### src/sv/vt4_pkg.sv
`default_nettype none

package vt4_pkg;

   localparam int WORD_W     = 32;
   localparam int PROD_W     = 2 * WORD_W;
   // four products of up to 2^62 need two guard bits
   localparam int SUM_W      = PROD_W + 2;
   localparam int NUM_LANES  = 4;
   localparam int NUM_COLS   = 4;
   localparam int NUM_REGS   = 8;
   localparam int REG_IDX_W  = $clog2(NUM_REGS);
   localparam int CSR_IDX_W  = 8;
   localparam int CSR_DATA_W = 64;

   // register indexes
   localparam logic [REG_IDX_W-1:0] COL_A_XY = REG_IDX_W'(0);
   localparam logic [REG_IDX_W-1:0] COL_A_ZW = REG_IDX_W'(1);
   localparam logic [REG_IDX_W-1:0] COL_B_XY = REG_IDX_W'(2);
   localparam logic [REG_IDX_W-1:0] COL_B_ZW = REG_IDX_W'(3);
   localparam logic [REG_IDX_W-1:0] COL_C_XY = REG_IDX_W'(4);
   localparam logic [REG_IDX_W-1:0] COL_C_ZW = REG_IDX_W'(5);
   localparam logic [REG_IDX_W-1:0] COL_D_XY = REG_IDX_W'(6);
   localparam logic [REG_IDX_W-1:0] COL_D_ZW = REG_IDX_W'(7);

   // identity matrix words: 1.0 in the low or the high half
   localparam logic [CSR_DATA_W-1:0] ONE_LOW  = 64'h0000_0000_0001_0000;
   localparam logic [CSR_DATA_W-1:0] ONE_HIGH = 64'h0001_0000_0000_0000;
   localparam logic [CSR_DATA_W-1:0] ZERO_REG = 64'h0000_0000_0000_0000;

   localparam logic [WORD_W-1:0] SAT_MAX = 32'h7fff_ffff;
   localparam logic [WORD_W-1:0] SAT_MIN = 32'h8000_0000;

   typedef logic signed [WORD_W-1:0] word_type;
   typedef word_type quad_type [NUM_COLS];
   typedef logic [CSR_DATA_W-1:0] csr_word_type;
   typedef logic [CSR_IDX_W-1:0] csr_idx_type;

   typedef struct packed {
      logic mul_en;
      logic sum_en;
   } stage_en_type;

endpackage

`default_nettype wire

### src/sv/vt4_if.sv
`default_nettype none


interface vt4_rsp_if;
   logic              valid;
   logic              ready;
   vt4_pkg::word_type res_x;
   vt4_pkg::word_type res_y;
   vt4_pkg::word_type res_z;
   vt4_pkg::word_type res_w;
   logic              overflow;

   modport source (output valid, output res_x, output res_y, output res_z, output res_w,
                   output overflow, input ready);
   modport sink (input valid, input res_x, input res_y, input res_z, input res_w,
                 input overflow, output ready);
endinterface


`default_nettype wire

### src/sv/vt4_merge.sv
`default_nettype none

// output register: gathers the lane results and folds their overflow flags
module vt4_merge (
   input  wire logic              clock,
   input  wire logic              reset,
   input  wire logic              in_valid,
   output logic                   in_ready,
   input  wire vt4_pkg::quad_type lane_result,
   input  wire logic [vt4_pkg::NUM_LANES-1:0] lane_ovf,
   vt4_rsp_if.source              rsp_ch
);

   logic valid_ff;
   logic valid_in;
   vt4_pkg::quad_type res_ff;
   logic ovf_ff;

   assign in_ready = ~valid_ff | rsp_ch.ready;
   assign valid_in = in_ready ? in_valid : valid_ff;

   always_ff @(posedge clock) begin
      if (reset) begin
         valid_ff <= 1'b0;
      end else begin
         valid_ff <= valid_in;
      end
   end

   always_ff @(posedge clock) begin
      if (in_valid && in_ready) begin
         res_ff <= lane_result;
         ovf_ff <= |lane_ovf;
      end
   end

   assign rsp_ch.valid    = valid_ff;
   assign rsp_ch.res_x    = res_ff[0];
   assign rsp_ch.res_y    = res_ff[1];
   assign rsp_ch.res_z    = res_ff[2];
   assign rsp_ch.res_w    = res_ff[3];
   assign rsp_ch.overflow = ovf_ff;

endmodule

`default_nettype wire

### src/flat_wrapper.sv
// flat-port wrapper written by rule: the top's interface ports become plain ports
module vt4_merge_flat 
  (clock, reset, in_valid, in_ready, lane_result, lane_ovf, rsp_ch_valid, rsp_ch_res_x, rsp_ch_res_y, rsp_ch_res_z, rsp_ch_res_w, rsp_ch_overflow, rsp_ch_ready);
  vt4_rsp_if rsp_ch_i ();
  input  wire logic clock;
  input  wire logic reset;
  input  wire logic in_valid;
  output logic in_ready;
  input  wire vt4_pkg::quad_type lane_result;
  input  wire logic [vt4_pkg::NUM_LANES-1:0] lane_ovf;
  output wire logic [$bits(rsp_ch_i.valid)-1:0] rsp_ch_valid;
  output wire logic [$bits(rsp_ch_i.res_x)-1:0] rsp_ch_res_x;
  output wire logic [$bits(rsp_ch_i.res_y)-1:0] rsp_ch_res_y;
  output wire logic [$bits(rsp_ch_i.res_z)-1:0] rsp_ch_res_z;
  output wire logic [$bits(rsp_ch_i.res_w)-1:0] rsp_ch_res_w;
  output wire logic [$bits(rsp_ch_i.overflow)-1:0] rsp_ch_overflow;
  input wire logic [$bits(rsp_ch_i.ready)-1:0] rsp_ch_ready;
  assign rsp_ch_valid = rsp_ch_i.valid;
  assign rsp_ch_res_x = rsp_ch_i.res_x;
  assign rsp_ch_res_y = rsp_ch_i.res_y;
  assign rsp_ch_res_z = rsp_ch_i.res_z;
  assign rsp_ch_res_w = rsp_ch_i.res_w;
  assign rsp_ch_overflow = rsp_ch_i.overflow;
  assign rsp_ch_i.ready = rsp_ch_ready;
  vt4_merge u_core (.clock(clock), .reset(reset), .in_valid(in_valid), .in_ready(in_ready), .lane_result(lane_result), .lane_ovf(lane_ovf), .rsp_ch(rsp_ch_i));
endmodule
### config.mk
export PLATFORM = sky130hd
export DESIGN_NAME = vt4_merge_flat
export DESIGN_NICKNAME = d
export VERILOG_FILES = /design/src/sv/vt4_pkg.sv /design/src/sv/vt4_if.sv /design/src/sv/vt4_merge.sv /design/src/flat_wrapper.sv
export SDC_FILE = /design/constraint.sdc
export NUM_CORES = 1
export LEC_CHECK = 0
export ABC_AREA = 0
export CAP_MARGIN = 10
export CELL_PAD_IN_SITES_DETAIL_PLACEMENT = 1
export CELL_PAD_IN_SITES_GLOBAL_PLACEMENT = 1
export CORE_AREA = 2 2 104 106
export CTS_CLUSTER_DIAMETER = 60
export DETAILED_ROUTE_END_ITERATION = 8
export DIE_AREA = 0 0 106 108
export DONT_BUFFER_PORTS = 1
export HOLD_SLACK_MARGIN = 0.06
export PLACE_DENSITY = 0.71
export SETUP_SLACK_MARGIN = 0.5
export SLEW_MARGIN = 10
export SYNTH_ARGS = -nofsm -noshare
export SYNTH_HDL_FRONTEND = slang
export SYNTH_SLANG_ARGS = --single-unit
export TNS_END_PERCENT = 30
### constraint.sdc
create_clock -name clock -period 8.4 [get_ports clock]
set_clock_uncertainty 0.2 [all_clocks]
set_input_delay 1.68 -clock clock [delete_from_list [all_inputs] [get_ports clock]]
set_output_delay 1.68 -clock clock [all_outputs]
set_load 0.005 [all_outputs]
# Word-level counts from Yosys, hierarchy flattened

Index checks and enable logic that the tools add are counted.

$mul: 0
Magnitude comparators: 0
Shift operators: 0
Multiplexer cells: 0
Bitwise gates (word level): 2
Reduce and logical (&&, ||, !) cells: 2
Divide/modulo/power cells: 0
Add/subtract/negate cells: 0
Equality and inequality tests: 0

Operator list:

| operator           | count |
|---|---|
| 4-bit OR reduction | 1 |
| 1-bit logical AND  | 1 |
| 1-bit inverter     | 1 |
| 1-bit bitwise OR   | 1 |

Memory bits (writable): 0
Register bits: 130
Logic and storage cells: 10
Bits of input ports: 136
Memories kept: 0
Bits in latches: 0
Bits in read-only memories: 0
Output and inout port bits: 131

# Logic depth before layout (Yosys ltp)

Gate-level depths: netlist of run 1.

Depth in word-level cells: 3
Gate-level depth with buffers: 2
Depth with buffers taken out: 2

# Least setup slack after synthesis of run 1

Ideal clock, no wire load.

Path type: input port to flip-flop
Start point: in rsp_ch_ready
End point: reg u_core.ovf_ff (netlist: u_core.rsp_ch.overflow), enable pin
Slack: 2884 ps
Path buffers: 0
Stages on the path: 2
Arrival time: 4812 ps
Required time: 7696 ps
Setup time: 504 ps
Path through: nand2b_1 -> and2_1

Word-level cells in the longest chain between the ends: 2

Ends and longest elaborated chain:

| what                 | line               | RTL |
|---|---|---|
| from (decl)          | flat_wrapper.sv:17 | `input wire logic [$bits(rsp_ch_i.ready)-1:0] rsp_ch_ready;` |
| 1-bit bitwise OR     | vt4_merge.sv:19    | `assign in_ready = ~valid_ff \| rsp_ch.ready;` |
| 1-bit logical AND    | vt4_merge.sv:31    | `if (in_valid && in_ready) begin` |
| to (signal assigned) | vt4_merge.sv:33    | `ovf_ff <= \|lane_ovf;` |
| to (decl)            | vt4_merge.sv:17    | `logic ovf_ff;` |

No other way between the ends.
A chain may end at the register's enable or synchronous reset.

# Worst setup path after layout of run 1

Start point: in rsp_ch_ready
End point: out in_ready

Word-level cells in the longest chain between the ends: 1

Ends and longest elaborated chain:

| what             | line              | RTL |
|---|---|---|
| 1-bit bitwise OR | vt4_merge.sv:19   |  |
| to (decl)        | flat_wrapper.sv:8 | `output logic in_ready;` |

No other way between the ends.

==> reports/summary.txt, run 1 <==
=====================================================================================================
Outcome                                                                                  finished clean
Final Critical Period                                                                        3.737 ns
Wire length after detailed routing                                                            8000 um
Static leakage                                                                               1.513 nW
P&R area growth vs syn                                                                         17.67%
Setup violations, final                                                                             0
Clock tree from TritonCTS                                                                         yes
Boundary pin count                                                                                267
Sinks on Clock Net                                                                                130
Largest driver fanout on the critical path                                                          3
Clk slew on worst S/H paths                                                                   0.06 ns
Die span in y                                                                                  108 um
Number of I/O port buffers                                                                          0
Mean cell area of the mapped netlist                                                        29.06 um2
Share of synthesized cell area in and, or, nand and nor gates                                0.005104
X dimension of the die                                                                         106 um
Number of buffers added to fix hold violations after cts                                            0
Total congestion overflow after global routing                                                      0
Starting DRT DRC Count                                                                             84
Critical path startpoint category                                                        primary input
Final hold violation count                                                                          0
Maximum clock frequency                                                                     267.6 MHz
Post-synthesis instance area                                                             0.003923 mm2
Main combinational cell family by area after synthesis                                   simple AND/OR/NAND/NOR gates
Area of the placeable core                                                                0.01023 mm2
Cell area after placement                                                                0.004103 mm2
Category of the most critical setup path                                                 primary input to output port
Count of standard-cell rows                                                                        37
Final clock period utilization by the worst path                                               0.4448
Worst Tran Pin Value                                                                         1.164 ns
Total Power Consumption                                                                      1.428 mW
Critical Path, Cell by Cell                                                                  nand2b_1
Sequential element share of the synthesized area                                               0.9927
Final estimated routing congestion in global placement                                         0.6892
Final-layout setup total negative slack                                                          0 ns
Via density per instance                                                                        4.781
Number of pins with negative max-slew slack in the final report                                     0
Routed wire per std cell                                                                     26.58 um
Maximum number of pins on one net before global-route repair                                      102
Area of the die                                                                           0.01145 mm2
Count of buffers added by post-CTS timing repair for setup                                          0
Category of the worst setup path capture point                                            output port
Xor and xnor area share after synthesis                                                             0
Min-delay worst type                                                                     flip-flop to flip-flop
Wire length of the first global-routing pass                                                 10540 um
Layout cell share with drive strength beyond 1                                                 0.1697
Clock buffer count from CTS                                                                        17
CTS max path bufs                                                                                   2
Complex-gate fraction of the synthesized area                                                0.001276
Flip-flop and latch count after synthesis                                                         130
Setup repair after global routing missed its margin                                                no
Cells after Synth                                                                                 135
Via count of the routed design                                                                   1439
Dpl hpwl                                                                                      6044 um
Synth warnings                                                                                      0
Number of antenna violations at the first check in global routing                                   0
Delay contributed by the slowest stage of the critical path                                   0.18 ns
Number of remaining DRC errors                                                                      0
Via count of the first global-routing pass                                                       1519
Worst voltage drop across the vdd grid                                                    0.0001496 V
Post-synthesis share of cell area spent on full adders, half adders and majority gates              0
Nets in the synthesized netlist                                                                   271
DR pass1 iterations                                                                                 4
Initial Util                                                                                   0.3834
Worst path top cell family by delay                                                      simple AND/OR/NAND/NOR gates
Count of buffering cells on the critical path with inverters included                               0
Worst slew margin relative to its limit                                                        0.2243
Max-Cap Viols                                                                                       0
Worst path slowest cell                                                                      nand2b_1
Area taken by flip-flops and latches                                                     0.003894 mm2
Critical Path AT                                                                              1.86 ns
Level count of the clock H-tree                                                                     4
Final instance area                                                                      0.004616 mm2
WP data required                                                                              6.52 ns
Area of the multi-input gates                                                               27.53 um2
Share of synthesized area spent on multiplexers                                                     0
Power density relative to cell area                                                      309.5 mW/mm2
Net count of the finished layout                                                                  291
Netlist cell types                                                                                  7
Tot GR Track Use                                                                               0.1381
Post-route ant nets                                                                                 0
Diodes inserted                                                                                     0
Number of filler cells placed in the layout                                                       914
Later-pin clock latency in the skew report                                                    0.50 ns
Post-cts sizing count                                                                               0
CTS root buffer                                                                              clkbuf_8
=====================================================================================================
metrics by stage:
stage	utilization	hold slack [ns]	setup WS, ns	std cells
finish	0.4511	0.4038	4.663	301
global route	0.4511	0.4124	4.656	301
CTS	0.4511	0.3928	4.665	301
detailed placement	0.4010	0.3844	4.527	272
global placement	0.4010	0.3789	4.640	272
floorplan	-	0.3225	2.884	135
state kept, by name (all words and copies together), names as in the netlist:
| signal | flops |
|---|---|
| u_core.rsp_ch.res_z | 32 |
| u_core.rsp_ch.res_w | 32 |
| u_core.rsp_ch.overflow | 1 |
| u_core.rsp_ch.res_y | 32 |
| u_core.rsp_ch.valid | 1 |
| u_core.rsp_ch.res_x | 32 |
kinds of logic (layout without fill, tap and decap cells):
| group | Yosys count | count (layout) |
|---|---|---|
| DFF | 130 | 130 |
| and+or+nand+nor | 3 | 3 |
| buffers and inverters | 1 | 31 |
| AOI/OAI and AO/OA | 1 | 1 |
power by group:
part           switching [mW]  internal [mW]
Combinational          0.0147        0.00110
Sequential             0.0219          0.762
Clock                   0.244          0.384
Total                   0.281           1.15
cell usage in the layout, fill, tap and decap left out:
cell type / instances
edfxtp_1: 129
clkbuf_16: 16
clkinvlp_4: 4
clkbuf_1: 2
clkinv_4: 2
clkinv_2: 2
nand2b_1: 1
or4_1: 1
inv_1: 1
a21oi_1: 1
and2_4: 1
clkbuf_8: 1
clkinv_1: 1
bufinv_16: 1
buf_4: 1
dfxtp_1: 1
layer usage:
layer / part of all wire / up-vias / wire length (um) / global-route usage
li1: - / 591 / - / -
met1: 0.33 / 667 / 2637 / 0.1237
met2: 0.50 / 171 / 3984 / 0.2143
met3: 0.15 / 10 / 1231 / 0.1175
met4: 0.018 / 0 / 147 / 0.07707
met5: 0 / - / 0 / 0
final cells by class:
| type | count | share of cell area |
|---|---|---|
| Multi-Input combinational cell | 4 | 0.005964 |
| Timing Repair Buffer | 1 | 0.001626 |
| Clock inverter | 10 | 0.01979 |
| Tap cell | 136 | 0.03687 |
| Inverter | 1 | 0.0008132 |
| Sequential cell | 130 | 0.8436 |
| Clock buffer | 19 | 0.09135 |
path summary, 6_finish.rpt:
path | startpoint | to | slack (ns) | cells after the start
setup / recovery | rsp_ch_ready | in_ready | 4.66 | 1
hold / removal | u_core.rsp_ch.valid | u_core.rsp_ch.valid | 0.40 | 2
setup reg to reg | u_core.rsp_ch.valid | u_core.rsp_ch.res_y[10] | 5.90 | 3
hold reg to reg | u_core.rsp_ch.valid | u_core.rsp_ch.valid | 0.40 | 2
cell usage after synthesis:
cell type / count / area (um2)
edfxtp_1: 129 / 3874
and2_1: 1 / 6.260
nand2b_1: 1 / 6.260
or4_1: 1 / 7.510
inv_1: 1 / 3.750
a21oi_1: 1 / 5.000
dfxtp_1: 1 / 20.02
Note: power is estimated with default switching activity, not from simulation.
==> run 2: changes to the inputs <==
Settings changed: ABC_AREA 0 to 1, CORE_AREA 2 2 104 106 to 2 2 105 107, DIE_AREA 0 0 106 108 to 0 0 107 109, PLACE_DENSITY 0.71 to 0.72.
Clock period 8.4 ns to 3.1 ns, I/O delays scaled along.
==> reports/summary.txt, run 2 <==
==========================================================================
Outcome                                                       aborted with a tool error   was finished clean
Stage reached                                                 clock tree synthesis (4_1_cts)
Stop Error                                                    [ERROR RSZ-0060] Max buffer count reached.
Dpl hpwl                                                           6846 um   was 6044 um
Count of standard-cell rows                                             38   was 37
Sinks on Clock Net                                                     130   unchanged
Cells after Synth                                                      138   was 135
Number of buffers added to fix hold violations after cts               101   was 0
Post-place setup slack                                            1.235 ns   was 4.527 ns
Top area cells in the synthesized netlist                     edfxtp_1 (99%), dfxtp_1 (0.51%), a21oi_2 (0.22%), nor2_1 (0.19%), nand2_2 (0.16%)   was edfxtp_1 (99%), dfxtp_1 (0.51%), or4_1 (0.19%), and2_1 (0.16%), nand2b_1 (0.16%)
Number of I/O port buffers                                               0   unchanged
Flip-flop and latch count after synthesis                              130   unchanged
Mean cell area of the mapped netlist                             28.50 um2   was 29.06 um2
Post-synthesis instance area                                  0.003933 mm2   was 0.003923 mm2
Synth top cells by count                                      edfxtp_1 (129), nor2_1 (2)
Primary FF master, synth                                          edfxtp_1   unchanged
Sequential element share of the synthesized area                    0.9901   was 0.9927
Synth warnings                                                           0   unchanged
Share of the synthesized area in the top cell type                  0.9850   was 0.9876
Final estimated routing congestion in global placement              0.7369   was 0.6892
Post-synth EDFFs                                                       129   unchanged
Nets in the synthesized netlist                                        274   was 271
Top-count cell post-synth                                         edfxtp_1   unchanged
Clock buffer count from CTS                                             17   unchanged
Post-cts sizing count                                                    0   unchanged
Boundary pin count                                                     267   unchanged
Netlist cell types                                                       9   was 7
Die span in y                                                       109 um   was 108 um
Initial Util                                                        0.3709   was 0.3834
Level count of the clock H-tree                                          4   unchanged
Synth area leader                                                 edfxtp_1   unchanged
CTS root buffer                                                   clkbuf_8   unchanged
CTS max path bufs                                                        2   unchanged
Async set-or-reset flop fraction in the synthesized netlist              0   unchanged
X dimension of the die                                              107 um   was 106 um
Count of buffers added by post-CTS timing repair for setup               0   unchanged
==========================================================================
-- run 2: changes by cell type after synthesis, sizes merged --
cell	delta
nand2b	-1
nand2	+2
a21oi	+1
inv	+1
or4	-1
and2	-1
nor2	+2
-- run 2: cell families after synthesis --
kind of cell | count (synthesis) | share of synthesized area
DFF | 130 | 0.9901
buffers and inverters | 2 | 0.001907
and+or+nand+nor | 4 | 0.004455
AOI/OAI and AO/OA | 2 | 0.003499
-- run 2: per-stage QoR --
step	TNS (ns)	cell area, um2	util	cells	hold WS, ns
3_3_place_gp	0	4159	0.3923	280	0.3527
2_1_floorplan	-38.39	3956	-	138	0.3239
3_5_place_dp	0	4159	0.3923	280	0.3615
==> run 3: changes to the inputs <==
Settings changed: CELL_PAD_IN_SITES_DETAIL_PLACEMENT 1 to default, CELL_PAD_IN_SITES_GLOBAL_PLACEMENT 1 to default, CORE_AREA 2 2 105 107 to 2 2 103 105, CTS_CLUSTER_DIAMETER 60 to default, DIE_AREA 0 0 107 109 to 0 0 105 107, HOLD_SLACK_MARGIN 0.06 to default, PLACE_DENSITY 0.72 to default, PLACE_DENSITY_LB_ADDON from default to 0.15, SETUP_SLACK_MARGIN 0.5 to default.
Clock period 3.1 ns to 4.05 ns, I/O delays scaled along.
==> reports/summary.txt, run 3 <==
====================================================================================
Clock buffer count from CTS                                                       17   unchanged
Cells after Synth                                                                138   unchanged
Cell depth of the worst flop-to-flop path                                          2
Final estimated routing congestion in global placement                        0.7157   was 0.7369
Number of I/O port buffers                                                         0   unchanged
Final clock period utilization by the worst path                              0.5085
Initial Util                                                                  0.3897   was 0.3709
X dimension of the die                                                        105 um   was 107 um
P&R area growth vs syn                                                        20.14%
Boundary pin count                                                               267   unchanged
Mean cell area of the mapped netlist                                       28.50 um2   unchanged
Critical Path AT                                                             1.05 ns
Post-cts sizing count                                                              0   unchanged
Setup repair after global routing missed its margin                               no
Worst path top cell family by delay                                       flip-flops
Maximum number of pins on one net before global-route repair                     130
Diodes inserted                                                                    0
Most frequent cells in the layout                                       edfxtp_1 (129), clkbuf_16 (16), clkbuf_1 (4), bufinv_16 (4)
Final-layout setup total negative slack                                         0 ns
Tot GR Track Use                                                              0.1333
Final hold violation count                                                         0
Leading cell type in the layout, fill and taps excluded                     edfxtp_1
Final instance area                                                     0.004725 mm2
Crit Reg-Reg Startpoint                                                 u_core.rsp_ch.valid
Sequential element share of the synthesized area                              0.9901   unchanged
Worst path slowest cell                                                      dfxtp_1
Post-route ant nets                                                                0
Nets in the synthesized netlist                                                  274   unchanged
Area of the die                                                          0.01124 mm2
Wire length of the first global-routing pass                                10210 um
Maximum clock frequency                                                    485.6 MHz
Area taken by flip-flops and latches                                    0.003894 mm2
Sinks on Clock Net                                                               130   unchanged
Delay contributed by the slowest stage of the critical path                  0.44 ns
Count of buffering cells on the critical path with inverters included              0
Share of the synthesized area in the top cell type                            0.9850   unchanged
Worst R2R Setup Slack                                                        2.36 ns
Top-count cell post-synth                                                   edfxtp_1   unchanged
Via density per instance                                                       4.772
Hold Path Origin                                                               reset
DR pass1 iterations                                                                4
Wire length after detailed routing                                           7571 um
Worst slew margin relative to its limit                                       0.5768
Area of the multi-input gates                                              42.54 um2
Count of standard-cell rows                                                       37   was 38
CTS max path bufs                                                                  2   unchanged
Layout cell share with drive strength beyond 1                                0.1871
Netlist cell types                                                                 9   unchanged
Critical path startpoint category                                          flip-flop
Number of remaining DRC errors                                                     0
Starting DRT DRC Count                                                            86
Worst hold path depth                                                              1
Final Critical Period                                                       2.059 ns
CTS root buffer                                                             clkbuf_8   unchanged
Max-Cap Viols                                                                      0
Later-pin clock latency in the skew report                                   0.50 ns
Largest driver fanout on the critical path                                         3
Number of filler cells placed in the layout                                      864
WP data required                                                             3.04 ns
Clk slew on worst S/H paths                                                  0.05 ns
Post-synthesis instance area                                            0.003933 mm2   unchanged
Category of the worst setup path capture point                           output port
Number of antenna violations at the first check in global routing                  0
Async set-or-reset flop fraction in the synthesized netlist                        0   unchanged
Synth top cells by count                                                edfxtp_1 (129), nor2_1 (2)   unchanged
Outcome                                                                 finished clean   was aborted with a tool error
Cell area after placement                                               0.004134 mm2   was 0.004159 mm2
Area of the placeable core                                               0.01009 mm2
Critical Path, Cell by Cell                                                  nand2_2
Number of buffers added to fix hold violations after cts                           0   was 101
Category of the most critical setup path                                flip-flop to output port
Level count of the clock H-tree                                                    4   unchanged
Die span in y                                                                 107 um   was 109 um
Synth warnings                                                                     0   unchanged
Static leakage                                                              1.564 nW
Synth area leader                                                           edfxtp_1   unchanged
Via count of the routed design                                                  1465
Setup violations, final                                                            0
Min-delay worst type                                                    primary input to flip-flop
Flip-flop and latch count after synthesis                                        130   unchanged
Worst Tran Pin Value                                                       0.6348 ns
Via count of the first global-routing pass                                      1587
Net count of the finished layout                                                 294
Number of pins with negative max-slew slack in the final report                    0
Routed wire per std cell                                                    24.66 um
Top area cells in the synthesized netlist                               edfxtp_1 (99%), dfxtp_1 (0.51%), a21oi_2 (0.22%), nor2_1 (0.19%), nand2_2 (0.16%)   unchanged
Power density relative to cell area                                     669.4 mW/mm2
Terminus of the critical flop-to-flop path                              u_core.rsp_ch.res_w[15]
Clock tree from TritonCTS                                                        yes
Hold Path End                                                           u_core.rsp_ch.valid
Post-synth EDFFs                                                                 129   unchanged
Total congestion overflow after global routing                                     0
Count of buffers added by post-CTS timing repair for setup                         0   unchanged
Worst voltage drop across the vdd grid                                   0.0002582 V
Primary FF master, synth                                                    edfxtp_1   unchanged
====================================================================================
-- run 3: cell counts after synthesis --
Identical to the previous run, type by type.
-- run 3: layer usage --
layer	up-vias	part of all wire	track usage	wire length (um)
met5	-	0	0	0
met4	0	0.024	0.09048	180
met3	15	0.12	0.08571	872
met2	144	0.55	0.2185	4190
met1	708	0.31	0.1198	2327
li1	598	-	-	-
-- run 3: worst max path at each step --
stage | from | endpoint | slack (ns) | cells after the start
floorplan | rsp_ch_ready | u_core.rsp_ch.overflow | 0.39 | 2
global placement | in_valid | u_core.rsp_ch.res_x[10] | 1.95 | 3
detailed placement | in_valid | u_core.rsp_ch.res_y[6] | 1.88 | 3
CTS | u_core.rsp_ch.valid | in_ready | 1.95 | 1
global route | u_core.rsp_ch.valid | in_ready | 1.94 | 1
finish | u_core.rsp_ch.valid | in_ready | 1.99 | 1
-- run 3: cell type report --
type / instances / share of cell area
clock buffers: 21 / 0.09084
clock inverters: 11 / 0.03416
inverters: 2 / 0.001589
multi-input cells: 6 / 0.009004
flip-flops and latches: 130 / 0.8242
well taps: 136 / 0.03602
repair buffers: 1 / 0.004237
-- run 3: power breakdown --
group | internal (mW) | total (mW) | switching (mW)
combinational | 0.00437 | 0.0362 | 0.0319
sequential | 1.58 | 1.62 | 0.0443
clock | 0.992 | 1.50 | 0.510
total | 2.58 | 3.16 | 0.586
-- run 3: cell families (layout without fill, tap and decap cells) --
kind of cell | count (synthesis) | after routing | synth area share
AOI/OAI and AO/OA | 2 | 2 | 0.003499
buffers and inverters | 2 | 35 | 0.001907
DFF | 130 | 130 | 0.9901
and+or+nand+nor | 4 | 4 | 0.004455
-- run 3: metrics by stage --
step	hold slack (ns)	power, mW	instances	util	setup WS (ns)
after floorplan	0.3269	1.665	138	-	0.3863
after global placement	0.3828	1.688	275	0.4096	1.948
final	0.1656	3.162	307	0.4681	1.991
after detailed placement	0.3761	1.690	275	0.4096	1.881
after CTS	0.1353	3.209	307	0.4681	1.950
after global routing	0.1361	3.275	307	0.4681	1.938
